**src/hdl/ifsfpg_pkg.sv**
```systemverilog
`timescale 1ns / 1ps
// ----------------------------------------------------------------------------
// ifsfpg_pkg: shared types and constants for the fern point generator
// Map codes, choice thresholds, register indexes and the control bundle
// that runs between the controller and the datapath.
// ----------------------------------------------------------------------------
package ifsfpg_pkg;

    // Field widths fixed by the interface
    localparam int CHOICE_W   = 10;
    localparam int PIX_W      = 13;
    localparam int SCALE_W    = 8;
    localparam int BASE_W     = 11;
    localparam int CFG_IDX_W  = 2;
    localparam int CFG_DATA_W = 11;

    // Choice thresholds (inclusive upper bounds)
    localparam logic [CHOICE_W-1:0] STEM_MAX = CHOICE_W'(10);
    localparam logic [CHOICE_W-1:0] LEAF_MAX = CHOICE_W'(860);
    localparam logic [CHOICE_W-1:0] LEFT_MAX = CHOICE_W'(930);

    // Pixel saturation limits
    localparam logic signed [PIX_W-1:0] PIX_MAX = {1'b0, {(PIX_W-1){1'b1}}};
    localparam logic signed [PIX_W-1:0] PIX_MIN = {1'b1, {(PIX_W-1){1'b0}}};

    // Register indexes
    localparam logic [CFG_IDX_W-1:0] CFG_SCALE  = 2'd0;
    localparam logic [CFG_IDX_W-1:0] CFG_CENTER = 2'd1;
    localparam logic [CFG_IDX_W-1:0] CFG_HEIGHT = 2'd2;

    // Register reset values
    localparam logic [SCALE_W-1:0] SCALE_RST  = SCALE_W'(60);
    localparam logic [BASE_W-1:0]  CENTER_RST = BASE_W'(690);
    localparam logic [BASE_W-1:0]  HEIGHT_RST = BASE_W'(740);

    // Affine map codes
    typedef enum logic [1:0] {
        MAP_STEM  = 2'd0,
        MAP_LEAF  = 2'd1,
        MAP_LEFT  = 2'd2,
        MAP_RIGHT = 2'd3
    } map_t;

    // Controller to datapath commands
    typedef struct packed {
        logic mul_en;    // capture map, form the four coefficient products
        logic sum_en;    // round, offset, saturate, update the point
        logic scale_en;  // multiply the new point by the scale
        logic out_load;  // round, offset, saturate into the pixel register
    } ctrl_cmd_t;

endpackage

```
**src/hdl/ifsfpg_ctrl.sv**
```systemverilog
`timescale 1ns / 1ps
// ----------------------------------------------------------------------------
// ifsfpg_ctrl: sequencer for the fern point generator
// Walks one beat through multiply, sum, scale and output load, and owns
// the input stall and the output valid flag.
// ----------------------------------------------------------------------------
module ifsfpg_ctrl (
    input  logic                   clk,
    input  logic                   rst_n,
    input  logic                   in_valid,
    output logic                   in_stall,
    output logic                   out_valid,
    input  logic                   out_stall,
    output ifsfpg_pkg::ctrl_cmd_t  cmd
);
    import ifsfpg_pkg::*;

    typedef enum logic [3:0] {
        ST_IDLE  = 4'b0001,
        ST_SUM   = 4'b0010,
        ST_SCALE = 4'b0100,
        ST_OUT   = 4'b1000
    } state_t;

    state_t state_reg, state_next;
    logic   out_valid_reg, out_valid_next;
    logic   in_take;
    logic   out_free;

    assign in_take  = in_valid && (state_reg == ST_IDLE);
    assign out_free = !out_valid_reg || !out_stall;

    // Next state and commands
    always_comb
    begin
        state_next   = state_reg;
        cmd          = '0;
        unique case (state_reg)
            ST_IDLE:
            begin
                if (in_valid)
                begin
                    cmd.mul_en = 1'b1;
                    state_next = ST_SUM;
                end
            end
            ST_SUM:
            begin
                cmd.sum_en = 1'b1;
                state_next = ST_SCALE;
            end
            ST_SCALE:
            begin
                cmd.scale_en = 1'b1;
                state_next   = ST_OUT;
            end
            ST_OUT:
            begin
                if (out_free)
                begin
                    cmd.out_load = 1'b1;
                    state_next   = ST_IDLE;
                end
            end
            default:
            begin
                state_next = ST_IDLE;
            end
        endcase
    end

    // Output valid: set on load, cleared when the beat is taken
    always_comb
    begin
        out_valid_next = out_valid_reg;
        if (cmd.out_load)
            out_valid_next = 1'b1;
        else if (!out_stall)
            out_valid_next = 1'b0;
    end

    always_ff @(posedge clk or negedge rst_n)
    begin
        if (!rst_n)
        begin
            state_reg     <= ST_IDLE;
            out_valid_reg <= 1'b0;
        end
        else
        begin
            state_reg     <= state_next;
            out_valid_reg <= out_valid_next;
        end
    end

    assign in_stall  = (state_reg != ST_IDLE);
    assign out_valid = out_valid_reg;

    // Checks
    a_onehot_state: assert property (@(posedge clk) disable iff (!rst_n)
        $onehot(state_reg))
        else $error("state register not one-hot");

    a_take_starts: assert property (@(posedge clk) disable iff (!rst_n)
        in_take |=> (state_reg == ST_SUM))
        else $error("accepted beat did not start the sum step");

    a_valid_source: assert property (@(posedge clk) disable iff (!rst_n)
        $rose(out_valid_reg) |-> $past(state_reg == ST_OUT))
        else $error("output valid rose outside the output step");

    a_no_overwrite: assert property (@(posedge clk) disable iff (!rst_n)
        (out_valid_reg && out_stall) |-> !cmd.out_load)
        else $error("pending output beat overwritten");

endmodule

```
**config.mk**
```make
export PLATFORM = sky130hd
export DESIGN_NAME = ifsfpg_ctrl
export DESIGN_NICKNAME = d
export VERILOG_FILES = /design/src/hdl/ifsfpg_pkg.sv /design/src/hdl/ifsfpg_ctrl.sv
export SDC_FILE = /design/constraint.sdc
export NUM_CORES = 1
export LEC_CHECK = 0
export ABC_CLOCK_PERIOD_IN_PS = 1600
export BUFFER_PORTS_ARGS = -buffer_cell sky130_fd_sc_hd__buf_2
export CORE_AREA = 2 2 39 41
export CTS_CLUSTER_SIZE = 40
export DETAILED_ROUTE_END_ITERATION = 12
export DIE_AREA = 0 0 41 43
export PLACE_DENSITY = 0.48
export SLEW_MARGIN = 10
export SYNTH_ARGS = -nofsm -noshare
export SYNTH_HDL_FRONTEND = slang
export SYNTH_SLANG_ARGS = --single-unit
```
**constraint.sdc**
```tcl
create_clock -name clk -period 1.6 [get_ports clk]
set_clock_uncertainty 0.2 [all_clocks]
set_input_delay 0.24 -clock clk [delete_from_list [all_inputs] [get_ports clk]]
set_output_delay 0.24 -clock clk [all_outputs]
set_load 0.01 [all_outputs]
```
==> results of run 1 <==
## what timing repair did
action                                  in CTS  in global routing
pin swaps                                    1                  3
buffers inserted                             0                  5
hold buffers                                 1                  0
endpoints found under the hold margin        5                  0
gates resized for setup                     10                  9
endpoints found under the setup margin       5                  5
## logic make-up (layout without fill, tap and decap cells)
family          count (synthesis)  after routing  synth area share
compound gates                  3              3            0.0873
flops                           5              5             0.490
buf+inv                         2             24            0.0437
simple gates                   16             16             0.379
## critical path: stages, from the launching register on
cell,delay (ns)
dfstp_2,0.37
or4b_4,0.54
a21oi_2,0.10
buf_2,0.13
## metal layers
metal | vias to the layer above | GRT usage
li1 | 134 | -
met1 | 138 | 0.107
met2 | 13 | 0.103
met3 | 4 | 0.0314
met4 | 0 | 0.120
met5 | - | 0
## synthesized netlist by cell type
cell     number
nand2_1       3
nor2_1        2
nor3_1        1
buf_4         1
and4b_1       1
inv_1         1
or3_1         1
a31oi_2       1
or4b_1        1
nor2b_2       1
and3_1        4
nor3b_1       1
nor2b_1       1
a21oi_1       1
dfrtp_1       4
o21ai_0       1
dfstp_2       1
## through the flow
stage / total power (µW) / instances / setup TNS, ns
2_1_floorplan: 316 / 26 / -0.0114
3_3_place_gp: 446 / 55 / 0
3_5_place_dp: 441 / 55 / 0
4_1_cts: 658 / 60 / -0.512
5_1_grt: 819 / 64 / -0.794
6_report: 773 / 64 / -0.580
## area by class of cell
class / instances / area (µm²)
multi-input cells: 19 / 165
repair buffers: 19 / 156
flip-flops and latches: 5 / 126
well taps: 16 / 20.0
inverters: 1 / 3.75
fillers: 143 / 886
clock buffers: 4 / 26.3
## power by group through the flow
stage	clock network, µW	registers [µW]	logic (µW)
floorplan	0	195	121
global placement	0	182	263
detailed placement	0	184	258
CTS	155	186	317
global route	161	188	470
finish	149	184	439
## final timing paths
path                               from      endpoint  slack (ns)  depth (start not counted)
hold reg to reg               out_valid     out_valid        0.32                          2
setup / recovery           state_reg[0]        cmd[0]       -0.23                          3
hold / removal                out_stall     out_valid        0.03                          3
max in group asynchronous         rst_n  state_reg[0]        0.86                          2
setup reg to reg           state_reg[2]  state_reg[0]        0.08                          5
min in group asynchronous         rst_n  state_reg[3]        0.13                          2
==> impl_metrics.ini, run 1 <==
[detailed_routing]
drtIter0Drc = 0
drc = 0
drt-met1-wl_um = 285
met2WireLength_um = 290
dr.max_layer_used = met4
antenna_left = 0
viasPerCell = 4.52
vias = 289
dr_wl_met3_um = 44
routed_wl_um = 668
drt-pass1-iter-count = 1
routedWlPerCell_um = 10.4

[clock_network]
cts.sinks = 5
clk_pin_slew_worst_paths_ns = 0.04
cts_tree = done
cts_root_buf = clkbuf_4
clock_latency_ns = 0.25
cts_buffers = 3
clk_path_buf_depth = 2
htreeDepth = 1

[yosys]
avgSynthCellArea_um2 = 9.91
synth_top_area_frac = 0.388
synth_seq_cells = 5
yosysTopAreaCell = dfrtp_1
ys_warn_count = 0
synth.area.top_cells = dfrtp_1 39%, dfstp_2 10%, and3_1 9.7%
seq_area_frac_synth = 0.490
synth.distinct_cells = 17
syn-num-nets = 30
syn-instance-count = 26
syn-cell-area_um2 = 258

[timing]
hold_viol = 0
worst_pin_slew_ns = 0.225
whs_ns = 0.0327
setup_viol = 5
slew_headroom = 0.848
finalMaxSlewViolations = 0
rsz0062_at_grt = true
finalCritPeriodShare = 1.14
fmax_ghz = 0.547
period_needed_ns = 1.83
setup_ws_ns = -0.228

[setup_path]
cp_max_fo = 3
cp.required_ns = 1.16
worstPathArrival_ns = 1.39
critPathKind = flop to output pin
crit_path_end_kind = output pin
setup.worst_path.start_class = flop

[power]
swShare = 0.322
pwr-share-clk = 0.193
power.density_nw_per_um2 = 1550
internal-power_uw = 524
p_seq_frac = 0.238
p_leak_uw = 0.000258
pwr-share-comb = 0.568
vdd_drop_max_v = 0.000696
power.switching_uw = 249

[finish]
fin_area_um2 = 498
syn_to_final_growth_pct = 93.2
diodes = 0
drive_above_1_share = 0.688
final_util = 0.360
mostFrequentLayoutCell = buf_6
nNetsFinal = 53
largest_reg_flops = 4
final_cell_mix = 7 x buf_6, 6 x buf_2, 5 x buf_4

[min_path]
hp-class = input port to flop

[global_route]
grt_pass1_wl_um = 945
grt_max_degree = 8
antenna_found_initial = 0
grt_pass1_vias = 240
grt_overflow = 0
grt_use_total = 0.0907

[run_status]
status = complete, but fails checks
failed_checks = negative setup slack

[placement]
place_area_um2 = 353
dp_slack_ns = 0.00298
io_buffer_count = 9
place_hpwl_um = 433
gp_congestion = 0.719

[floorplanning]
die_w_um = 41
die_h_um = 43
row_count = 14
io_pins = 10
dieArea_um2 = 1760
start_util = 0.186
core_area_um2 = 1380

[run]
drv_cap = 0
Power figures use the tool's default switching activity.
==> run 2, diff against run 1 <==
ABC_CLOCK_PERIOD_IN_PS = 1500   (was 1600)
clock period = 1.5 ns   (was 1.6 ns; I/O delays follow)
==> impl_metrics.ini, run 2 (synthesis gave the netlist of run 1 again) <==
[setup_path]
crit_buf_inv = 1
crit_family = simple AND/OR/NAND/NOR gates
critPathKind = flop to output pin
cp.required_ns = 1.07
crit_path_end_kind = output pin
setup.worst_path.start_class = flop
worstPathArrival_ns = 1.39
slowest_stage = or4b_4
reg2reg_slack_ns = 0.01
cpPeakStageDelay_ns = 0.54
crit_chain = or4b_4 -> a21oi_2 -> buf_2
cp_max_fo = 3

[floorplanning]
die_w_um = 41
io_pins = 10
die_h_um = 43
core_area_um2 = 1380
row_count = 14
start_util = 0.186
dieArea_um2 = 1760

[clock_network]
cts_root_buf = clkbuf_4
clk_path_buf_depth = 2
clock_latency_ns = 0.25
htreeDepth = 1
clk_pin_slew_worst_paths_ns = 0.05
cts_buffers = 3
cts_tree = done
cts.sinks = 5

[timing]
finalMaxSlewViolations = 0
whs_ns = 0.0351
hold_viol = 0
finalCritPeriodShare = 1.21
slew_headroom = 0.868
fmax_ghz = 0.551
setup_ws_ns = -0.313
rsz0062_at_grt = true
period_needed_ns = 1.81
setup_viol = 5
worst_pin_slew_ns = 0.196

[run_status]
status = complete, but fails checks
failed_checks = negative setup slack

[finish]
final_cell_mix = 8 x buf_2, 5 x buf_4, 4 x dfrtp_1, 4 x buf_6
drive_above_1_share = 0.638
multi_input_area_um2 = 158
nNetsFinal = 52
syn_to_final_growth_pct = 81.1
mostFrequentLayoutCell = buf_2
largest_reg_flops = 4
n_fill_cell = 147
final_util = 0.337
fin_area_um2 = 467
regArea_um2 = 126
diodes = 0

[global_route]
grt_use_total = 0.0969
antenna_found_initial = 0
grt_pass1_vias = 269
grt_pass1_wl_mm = 1.07
grt_overflow = 0
grt_max_degree = 8

[power]
power.density_nw_per_um2 = 1630
p_leak_uw = 0.000250
vdd_drop_max_v = 0.000516

[detailed_routing]
drt-pass1-iter-count = 4
routedWlPerCell_um = 10.8
vias = 271
viasPerCell = 4.30
drc = 0
routed_wl_um = 679
drtIter0Drc = 5
antenna_left = 0

[placement]
place_hpwl_um = 472
place_area_um2 = 360
gp_congestion = 0.682
dp_slack_ns = -0.0760
io_buffer_count = 9

[min_path]
hp-class = input port to flop

[run]
drv_cap = 0
run 2: worst reg2reg max path, delay by kind of cell, from the launching register on:
family | cells | cell delay (ns)
AOI/OAI and AO/OA | 1 | 0.13
buffers and inverters | 1 | 0.14
DFF | 1 | 0.39
and+or+nand+nor | 2 | 0.56
run 2: layer usage:
metal | up-vias | share of wire | global-route usage
li1 | 133 | - | -
met1 | 124 | 0.44 | 0.111
met2 | 12 | 0.46 | 0.138
met3 | 2 | 0.059 | 0.0157
met4 | 0 | 0.035 | 0.100
met5 | - | 0 | 0
run 2: area by class of cell:
cell class,instances,area share
Clock buffer,4,0.0563
Timing Repair Buffer,18,0.284
Multi-Input combinational cell,19,0.338
Sequential cell,5,0.271
Inverter,1,0.00804
Tap cell,16,0.0429
run 2: power breakdown:
| part | leakage [µW] | internal, µW | switching, µW | total (µW) |
|---|---|---|---|---|
| logic | 0.000169 | 232 | 169 | 400 |
| registers | 0.0000650 | 176 | 22.0 | 198 |
| clock network | 0.0000150 | 101 | 60.4 | 161 |
| total | 0.000250 | 508 | 251 | 760 |
run 2: worst paths after layout:
path	start	endpoint	depth (start not counted)
min in group asynchronous	rst_n	state_reg[2]	2
worst min-delay path	out_stall	out_valid	3
worst max-delay path	state_reg[0]	cmd[0]	3
max in group asynchronous	rst_n	state_reg[0]	2
worst max register to register	state_reg[3]	state_reg[0]	4
worst min register to register	out_valid	out_valid	2
run 2: timing repair:
item,in CTS,in global routing
endpoints found under the setup margin,5,6
pin swaps,5,2
hold buffers,1,0
endpoints found under the hold margin,5,0
gates resized for setup,14,2
buffers inserted,2,3
run 2: per-stage QoR:
| stage | setup TNS (ns) | power, µW | cells |
|---|---|---|---|
| 5_1_grt | -1.31 | 811 | 63 |
| 3_5_place_dp | -0.122 | 482 | 56 |
| 2_1_floorplan | -0.0964 | 337 | 26 |
| 6_report | -1.02 | 760 | 63 |
| 4_1_cts | -1.02 | 762 | 63 |
| 3_3_place_gp | -0.109 | 485 | 56 |
